`config.mk`:
```
export PLATFORM = sky130hd
export DESIGN_NAME = binary_to_decimal_ascii_core_flat
export DESIGN_NICKNAME = d
export VERILOG_FILES = /design/src/design/b2da_pkg.sv /design/src/design/b2da_if.sv /design/src/design/binary_to_decimal_ascii_core.sv /design/src/design/b2da_cell.sv /design/src/flat_wrapper.sv
export SDC_FILE = /design/constraint.sdc
export NUM_CORES = 1
export LEC_CHECK = 0
export BUFFER_PORTS_ARGS = -buffer_cell sky130_fd_sc_hd__clkbuf_2
export CAP_MARGIN = 20
export CORE_AREA = 2 2 98 100
export DETAILED_ROUTE_END_ITERATION = 10
export DIE_AREA = 0 0 100 102
export PLACE_DENSITY = 0.84
export SLEW_MARGIN = 20
export SYNTH_ARGS = -nofsm -noshare
export SYNTH_HDL_FRONTEND = slang
export SYNTH_SLANG_ARGS = --single-unit
```
`constraint.sdc`:
```
create_clock -name clock -period 2.7 [get_ports clock]
set_clock_uncertainty 0.1 [all_clocks]
set_input_delay 0.135 -clock clock [delete_from_list [all_inputs] [get_ports clock]]
set_output_delay 0.135 -clock clock [all_outputs]
set_load 0.05 [all_outputs]
```
`src/design/b2da_pkg.sv`:
```
`timescale 1ns / 1ps
// ----------------------------------------------------------------------------
// b2da_pkg: shared types and constants for the binary to decimal ASCII core
// Field widths, the control word of a BCD cell and the sequencer states.
// ----------------------------------------------------------------------------
package b2da_pkg;

   localparam int VALUE_W = 32;          // width of the value field on the input
   localparam int CHAR_W  = 6;           // width of the digit_char field
   localparam int DIGIT_W = 4;           // one BCD digit

   // '0' is 6'h30 after masking to six bits, so a digit sits under 2'b11
   localparam logic [CHAR_W-DIGIT_W-1:0] ASCII_ZERO_HI = 2'b11;

   localparam logic [DIGIT_W-1:0] ADJ_LIMIT = 4'd5;
   localparam logic [DIGIT_W-1:0] ADJ_ADD   = 4'd3;
   localparam logic [DIGIT_W-1:0] DIGIT_MAX = 4'd9;

   typedef enum logic [1:0] {
      ST_IDLE,
      ST_CONVERT,
      ST_EMIT
   } state_type;

   typedef struct packed {
      logic clear;       // zero the digit
      logic bit_shift;   // add-3 correct, then shift one binary bit in
      logic dig_shift;   // take the lower neighbor's digit
   } cell_ctrl_type;

endpackage

```
`src/design/b2da_if.sv`:
```
`timescale 1ns / 1ps
// ----------------------------------------------------------------------------
// b2da_if: valid/ready channels of the binary to decimal ASCII core
// Request carries the binary value, response carries one ASCII digit a beat.
// ----------------------------------------------------------------------------
interface b2da_req_if;
   logic                           valid;
   logic                           ready;
   logic [b2da_pkg::VALUE_W-1:0]   value;

   modport source (output valid, output value, input ready);
   modport sink   (input valid, input value, output ready);
endinterface

interface b2da_rsp_if;
   logic                           valid;
   logic                           ready;
   logic [b2da_pkg::CHAR_W-1:0]    digit_char;
   logic                           last_digit;

   modport source (output valid, output digit_char, output last_digit, input ready);
   modport sink   (input valid, input digit_char, input last_digit, output ready);
endinterface

```
`src/design/binary_to_decimal_ascii_core.sv`:
```
`timescale 1ns / 1ps
// ----------------------------------------------------------------------------
// binary_to_decimal_ascii_core: unsigned binary to decimal ASCII digits
// Double-dabble over a chain of BCD cells, then a digit-by-digit readout,
// most significant first, leading zeros dropped, last digit flagged.
// ----------------------------------------------------------------------------
//
//   channel   dir   beat contents                 per item
//   -------   ---   ---------------------------   ------------------
//   req_ch    in    value[31:0]                   one beat
//   rsp_ch    out   digit_char[5:0], last_digit   1 to NUM_DIGITS beats
//
// One bit per cycle goes through the cell chain, then one digit per cycle
// comes off the top cell, skipped leading zeros included; a real digit is
// held while the response stalls. NUM_DIGITS is 10 at 32 bits.
// Reset clears the sequencer and the output valid; cells need no reset.
// A stalled response holds the readout; the next request is taken as soon as
// the last digit sits in the output register.
// ----------------------------------------------------------------------------
module binary_to_decimal_ascii_core #(
   parameter int VALUE_BITS = 32
) (
   input  logic         clock,
   input  logic         reset,
   b2da_req_if.sink     req_ch,
   b2da_rsp_if.source   rsp_ch
);
   import b2da_pkg::*;

   localparam int NUM_DIGITS = (VALUE_BITS * 30103) / 100000 + 1;
   localparam int BIT_CNT_W  = $clog2(VALUE_BITS);
   localparam int POS_W      = $clog2(NUM_DIGITS);

   state_type               state_ff, state_in;
   logic [VALUE_BITS-1:0]   bin_ff, bin_in;
   logic [BIT_CNT_W-1:0]    bit_cnt_ff, bit_cnt_in;
   logic [POS_W-1:0]        pos_ff, pos_in;
   logic                    seen_ff, seen_in;
   logic                    rsp_valid_ff, rsp_valid_in;
   logic [DIGIT_W-1:0]      char_ff, char_in;
   logic                    last_ff, last_in;

   cell_ctrl_type           ctrl;
   logic                    load_out;
   logic                    accept;
   logic                    emit_slot;
   logic                    pos_last;
   logic                    bit_last;
   logic                    show;
   logic [DIGIT_W-1:0]      top_digit;

   logic [DIGIT_W-1:0]      digit [NUM_DIGITS];
   logic                    carry [NUM_DIGITS-1];

   // ---------------- cell chain ----------------
   for (genvar i = 0; i < NUM_DIGITS; i++) begin : g_cell
      logic                bit_src;
      logic [DIGIT_W-1:0]  dig_src;
      if (i == 0) begin : g_low
         assign bit_src = bin_ff[VALUE_BITS-1];
         assign dig_src = '0;
      end else begin : g_up
         assign bit_src = carry[i-1];
         assign dig_src = digit[i-1];
      end
      if (i == NUM_DIGITS - 1) begin : g_top
         b2da_cell u_cell (
            .clock     (clock),
            .ctrl      (ctrl),
            .bit_in    (bit_src),
            .digit_lo  (dig_src),
            .digit     (digit[i]),
            .carry_out ()
         );
      end else begin : g_mid
         b2da_cell u_cell (
            .clock     (clock),
            .ctrl      (ctrl),
            .bit_in    (bit_src),
            .digit_lo  (dig_src),
            .digit     (digit[i]),
            .carry_out (carry[i])
         );
      end
   end

   assign top_digit = digit[NUM_DIGITS-1];

   // ---------------- sequencer ----------------
   assign req_ch.ready = (state_ff == ST_IDLE);
   assign accept       = req_ch.valid && req_ch.ready;
   assign emit_slot    = !rsp_valid_ff || rsp_ch.ready;
   assign pos_last     = (pos_ff == POS_W'(NUM_DIGITS - 1));
   assign bit_last     = (bit_cnt_ff == BIT_CNT_W'(VALUE_BITS - 1));
   assign show         = seen_ff || (top_digit != '0) || pos_last;

   always_comb begin
      state_in = state_ff;
      case (state_ff)
         ST_IDLE: begin
            if (accept) begin
               state_in = ST_CONVERT;
            end
         end
         ST_CONVERT: begin
            if (bit_last) begin
               state_in = ST_EMIT;
            end
         end
         ST_EMIT: begin
            if (pos_last && emit_slot) begin
               state_in = ST_IDLE;
            end
         end
         default: begin
            state_in = ST_IDLE;
         end
      endcase
   end

   always_comb begin
      ctrl       = '0;
      load_out   = 1'b0;
      bin_in     = bin_ff;
      bit_cnt_in = bit_cnt_ff;
      pos_in     = pos_ff;
      seen_in    = seen_ff;
      char_in    = char_ff;
      last_in    = last_ff;
      case (state_ff)
         ST_IDLE: begin
            if (accept) begin
               ctrl.clear = 1'b1;
               bin_in     = VALUE_BITS'(req_ch.value);
               bit_cnt_in = '0;
            end
         end
         ST_CONVERT: begin
            ctrl.bit_shift = 1'b1;
            bin_in         = {bin_ff[VALUE_BITS-2:0], 1'b0};
            bit_cnt_in     = bit_cnt_ff + 1'b1;
            pos_in         = '0;
            seen_in        = 1'b0;
         end
         ST_EMIT: begin
            // drop leading zeros at once; hold a real digit until the slot frees
            if (!show || emit_slot) begin
               ctrl.dig_shift = 1'b1;
               pos_in         = pos_ff + 1'b1;
            end
            if (show && emit_slot) begin
               load_out = 1'b1;
               seen_in  = 1'b1;
               char_in  = top_digit;
               last_in  = pos_last;
            end
         end
         default: begin
         end
      endcase
   end

   assign rsp_valid_in = load_out ? 1'b1 : (rsp_ch.ready ? 1'b0 : rsp_valid_ff);

   always_ff @(posedge clock) begin
      if (reset) begin
         state_ff     <= ST_IDLE;
         rsp_valid_ff <= 1'b0;
      end else begin
         state_ff     <= state_in;
         rsp_valid_ff <= rsp_valid_in;
      end
   end

   always_ff @(posedge clock) begin
      bin_ff     <= bin_in;
      bit_cnt_ff <= bit_cnt_in;
      pos_ff     <= pos_in;
      seen_ff    <= seen_in;
      char_ff    <= char_in;
      last_ff    <= last_in;
   end

   assign rsp_ch.valid      = rsp_valid_ff;
   assign rsp_ch.digit_char = {ASCII_ZERO_HI, char_ff};
   assign rsp_ch.last_digit = last_ff;

   // ---------------- checks ----------------
   a_digit_range: assert property (@(posedge clock) disable iff (reset)
      rsp_valid_ff |-> (char_ff <= DIGIT_MAX))
      else $error("emitted digit out of range");

   a_top_bcd: assert property (@(posedge clock) disable iff (reset)
      (state_ff == ST_EMIT) |-> (top_digit <= DIGIT_MAX))
      else $error("top cell holds a non-BCD digit");

   a_run_end: assert property (@(posedge clock) disable iff (reset)
      (state_ff == ST_EMIT && state_in == ST_IDLE) |=> (rsp_valid_ff && last_ff))
      else $error("readout ended without a flagged last digit");

   a_no_lead_zero: assert property (@(posedge clock) disable iff (reset)
      (load_out && !seen_ff && !pos_last) |-> (top_digit != '0))
      else $error("leading zero emitted");

endmodule

```
`src/design/b2da_cell.sv`:
```
`timescale 1ns / 1ps
// ----------------------------------------------------------------------------
// b2da_cell: one BCD digit of the double-dabble chain
// Holds a decimal digit; shifts binary bits up the chain during conversion
// and passes whole digits up the chain while the result is read out.
// ----------------------------------------------------------------------------
module b2da_cell (
   input  logic                              clock,
   input  b2da_pkg::cell_ctrl_type           ctrl,
   input  logic                              bit_in,
   input  logic [b2da_pkg::DIGIT_W-1:0]      digit_lo,
   output logic [b2da_pkg::DIGIT_W-1:0]      digit,
   output logic                              carry_out
);
   import b2da_pkg::*;

   logic [DIGIT_W-1:0] digit_ff;
   logic [DIGIT_W-1:0] digit_in;
   logic [DIGIT_W-1:0] adjusted;

   assign adjusted  = (digit_ff >= ADJ_LIMIT) ? (digit_ff + ADJ_ADD) : digit_ff;
   assign carry_out = adjusted[DIGIT_W-1];
   assign digit     = digit_ff;

   always_comb begin
      digit_in = digit_ff;
      if (ctrl.clear) begin
         digit_in = '0;
      end else if (ctrl.bit_shift) begin
         digit_in = {adjusted[DIGIT_W-2:0], bit_in};
      end else if (ctrl.dig_shift) begin
         digit_in = digit_lo;
      end
   end

   always_ff @(posedge clock) begin
      digit_ff <= digit_in;
   end

endmodule
```
`src/flat_wrapper.sv`:
```
// flat-port wrapper written by rule: the top's interface ports become plain ports
module binary_to_decimal_ascii_core_flat import b2da_pkg::*;
#(
   parameter int VALUE_BITS = 32
)
  (clock, reset, req_ch_valid, req_ch_value, req_ch_ready, rsp_ch_valid, rsp_ch_digit_char, rsp_ch_last_digit, rsp_ch_ready);
  b2da_req_if req_ch_i ();
  b2da_rsp_if rsp_ch_i ();
  input  logic clock;
  input  logic reset;
  input wire logic [$bits(req_ch_i.valid)-1:0] req_ch_valid;
  input wire logic [$bits(req_ch_i.value)-1:0] req_ch_value;
  output wire logic [$bits(req_ch_i.ready)-1:0] req_ch_ready;
  output wire logic [$bits(rsp_ch_i.valid)-1:0] rsp_ch_valid;
  output wire logic [$bits(rsp_ch_i.digit_char)-1:0] rsp_ch_digit_char;
  output wire logic [$bits(rsp_ch_i.last_digit)-1:0] rsp_ch_last_digit;
  input wire logic [$bits(rsp_ch_i.ready)-1:0] rsp_ch_ready;
  assign req_ch_i.valid = req_ch_valid;
  assign req_ch_i.value = req_ch_value;
  assign req_ch_ready = req_ch_i.ready;
  assign rsp_ch_valid = rsp_ch_i.valid;
  assign rsp_ch_digit_char = rsp_ch_i.digit_char;
  assign rsp_ch_last_digit = rsp_ch_i.last_digit;
  assign rsp_ch_i.ready = rsp_ch_ready;
  binary_to_decimal_ascii_core #(.VALUE_BITS(VALUE_BITS)) u_core (.clock(clock), .reset(reset), .req_ch(req_ch_i), .rsp_ch(rsp_ch_i));
endmodule
```
==> impl_metrics.yaml <==
yosys:
  yosysUniqueCellTypes: 49
  synth_warnings: 0
  synthAdderAreaFrac_pct: 6.31
  synth_top_cell_by_area: "edfxtp_1"
  yosysMostFrequentCell: "nand2_1"
  synth_flop_cell: "edfxtp_1"
  ys_top_cells_by_area: "edfxtp_1, dfxtp_1, nand2_1"
  synthMuxAreaShare_pct: 2.02
  synth_compound_area_share_pct: 17.9
  async_flop_share_pct: 0
  synth_top_cell_area_share_pct: 28.4
  synth_simple_gate_area_share_pct: 19.8
  synthTopCellsByCount: "nand2_1, edfxtp_1, dfxtp_1"
  avgSynthCellArea_sq_um: 9.07
  ys_ff_latch: 90
  ys_seq_area_share_pct: 45.8
  synth_edf_count: 47
  syn-cell-area_sq_um: 4960
  synth_xor_area_share_pct: 2.47
  synth_cells: 547
  synth_top_family_by_area: "simple AND/OR/NAND/NOR gates"
route:
  first_pass_iters: 5
  dr_total_vias: 4134
  vias_per_cell: 5.69
  wl_per_cell_microns: 15.4
  wl_mm: 11.2
  drc: 0
  drt_iter0_drc: 293
  antenna_left: 0
place:
  io_buffers: 42
  hpwl_mm: 6.62
  dp_cells: 678
  routabilityCongestion: 0.809
cells_and_area:
  fin_cells: 727
  syn2layout_area_growth_pct: 15.3
  antenna_cells: 0
  fill_cells: 691
  drive_gt1_share_pct: 14.9
  final_nets: 672
worst_setup_path:
  worstPathArrival_ns: 2.57
  worst-setup-path-type: "register to register"
  crit_path_start_kind: "register"
  endpoint_kind: "register"
  crit_path_max_fanout: 47
  critPathRequiredTime_ns: 2.85
global_route:
  overflow: 0
  first_global_vias: 4031
  grt_usage_pct: 22.7
  grt_pass1_wl_mm: 18.4
  grt_max_degree: 83
  grt_antenna_before_repair: 0
hold_path:
  hp-class: "input port to register"
power:
  max-vdd-ir-drop_v: 0.000286
  leakagePower_nw: 2.33
  powerDensity_nw_per_um2: 615
clock_network:
  cts_tree: "done"
  h-tree-depth: 3
  root_buffer: "clkbuf_8"
  cts_resized: 0
  clkLatencyLatePin_ns: 0.39
  clk_path_buf_depth: 2
  cts.clk_slew.worst_paths_ns: 0.09
  cts_sinks: 90
  cts_buffers: 9
floorplanning:
  initial_core_util_pct: 54.5
  rows: 35
  dieHeight_microns: 102
  pin_count: 45
  die-area_sq_um: 10200
  chipWidth_microns: 100
  coreArea_sq_um: 9110
sta:
  relSlewSlack_pct: 66.5
  fmax_ghz: 0.413
  final_hold_viol_count: 0
  fin_crit_sh_pct: 89.7
  slew_viol_final: 0
  fin_crit_ns: 2.42
  rsz0062_at_grt: "no"
  whs_ns: 0.0223
  tns_ns: 0
  worst_slew_pin_slew_ns: 0.502
  finalSetupViolCount: 0
outcome:
  status: "complete, no violations"
flow_run:
  drv_cap: 0
-- registers in the layout (all words and copies together), names as in the netlist --
signal / flops
u_core.g_cell.g_mid.u_cell.digit: 36
u_core.bin_ff: 32
u_core.bit_cnt_ff: 5
u_core.char_ff: 4
u_core.g_cell.g_top.u_cell.digit: 4
u_core.pos_ff: 4
u_core.state_ff: 2
u_core.rsp_ch.last_digit: 1
u_core.rsp_ch.valid: 1
u_core.seen_ff: 1
-- final timing paths --
| path | startpoint | end | slack (ns) | cells after the start |
|---|---|---|---|---|
| hold reg to reg | u_core.g_cell[6].g_mid.u_cell.digit[1] | u_core.g_cell[6].g_mid.u_cell.digit[1] | 0.41 | 2 |
| hold / removal | rsp_ch_ready | u_core.rsp_ch.valid | 0.02 | 3 |
| setup reg to reg | u_core.pos_ff[1] | u_core.g_cell[4].g_mid.u_cell.digit[2] | 0.28 | 8 |
| setup / recovery | u_core.pos_ff[1] | u_core.g_cell[4].g_mid.u_cell.digit[2] | 0.28 | 8 |
-- cells in the final DEF (no fill, tap or decap), types with 3 or more instances in the layout --
cell type,n
nand2_1,158
edfxtp_1,47
dfxtp_1,43
clkbuf_2,42
a21oi_1,37
dlygate4sd3_1,33
ha_1,25
inv_1,23
o21ai_0,22
nand2b_1,16
nor2_1,16
xnor2_1,12
a21oi_2,10
mux2i_1,10
nor3b_1,9
o211ai_2,9
a31oi_1,9
clkbuf_8,9
o211ai_1,8
a22oi_1,8
nand3_1,7
o21ai_1,7
buf_4,5
and2_1,4
a32oi_1,4
and3_1,3
nor3_1,3
a211oi_1,3
o311ai_0,3
-- area by class of cell --
cell class	count	area, sq um	share of cell area [%]
Inverter	24	95.1	1.66
Clock inverter	7	61.3	1.07
Multi-Input combinational cell	405	2430	42.5
Timing Repair Buffer	81	598	10.5
Clock buffer	9	124	2.17
Tap cell	111	139	2.43
Sequential cell	90	2270	39.7
-- timing repair --
item | in CTS | in global routing
hold buffers | 33 | 0
setup buffers | 0 | 0
endpoints found under the hold margin | 35 | 0
-- through the flow --
stage          instance area, sq um  setup slack [ns]  total power, mW  util, %
2_1_floorplan                  4970             0.140             2.40        -
3_3_place_gp                   5200             0.481             2.53     57.1
3_5_place_dp                   5200             0.360             2.58     57.1
4_1_cts                        5720             0.311             3.49     62.8
5_1_grt                        5720            0.0790             3.70     62.8
6_report                       5720             0.279             3.52     62.8
-- power breakdown --
| part | internal, mW | leakage [nW] | switching [mW] |
|---|---|---|---|
| registers | 1.63 | 0.818 | 0.161 |
| logic | 0.356 | 1.42 | 0.476 |
| clock network | 0.354 | 0.0940 | 0.544 |
-- layer usage --
metal  track usage, %  routed length, microns  vias up
met5                0                       0        -
li1                 -                       -     2030
met3             3.63                     548       23
met4             11.7                     370        0
met2             40.3                    5770      135
met1             26.7                    4490     1946
-- critical path, cell delays in order, from the launching register on --
cell	delay, ns
edfxtp_1	0.44
inv_1	0.09
ha_1	0.13
nand3b_1	0.18
a21oi_2	0.29
o21a_4	0.34
clkinv_4	0.37
o21ai_0	0.28
a31oi_1	0.06
-- cell families (layout without fill, tap and decap cells) --
| group | after synthesis | count (layout) |
|---|---|---|
| and+or+nand+nor | 224 | 224 |
| AOI/OAI and AO/OA | 130 | 130 |
| buffers and inverters | 53 | 121 |
| xor gates and xnor gates | 14 | 14 |
| muxes | 10 | 10 |
| adders and majority gates | 25 | 25 |
| DFF | 90 | 90 |
| other | 1 | 2 |
Note: power is estimated with default switching activity, not from simulation.
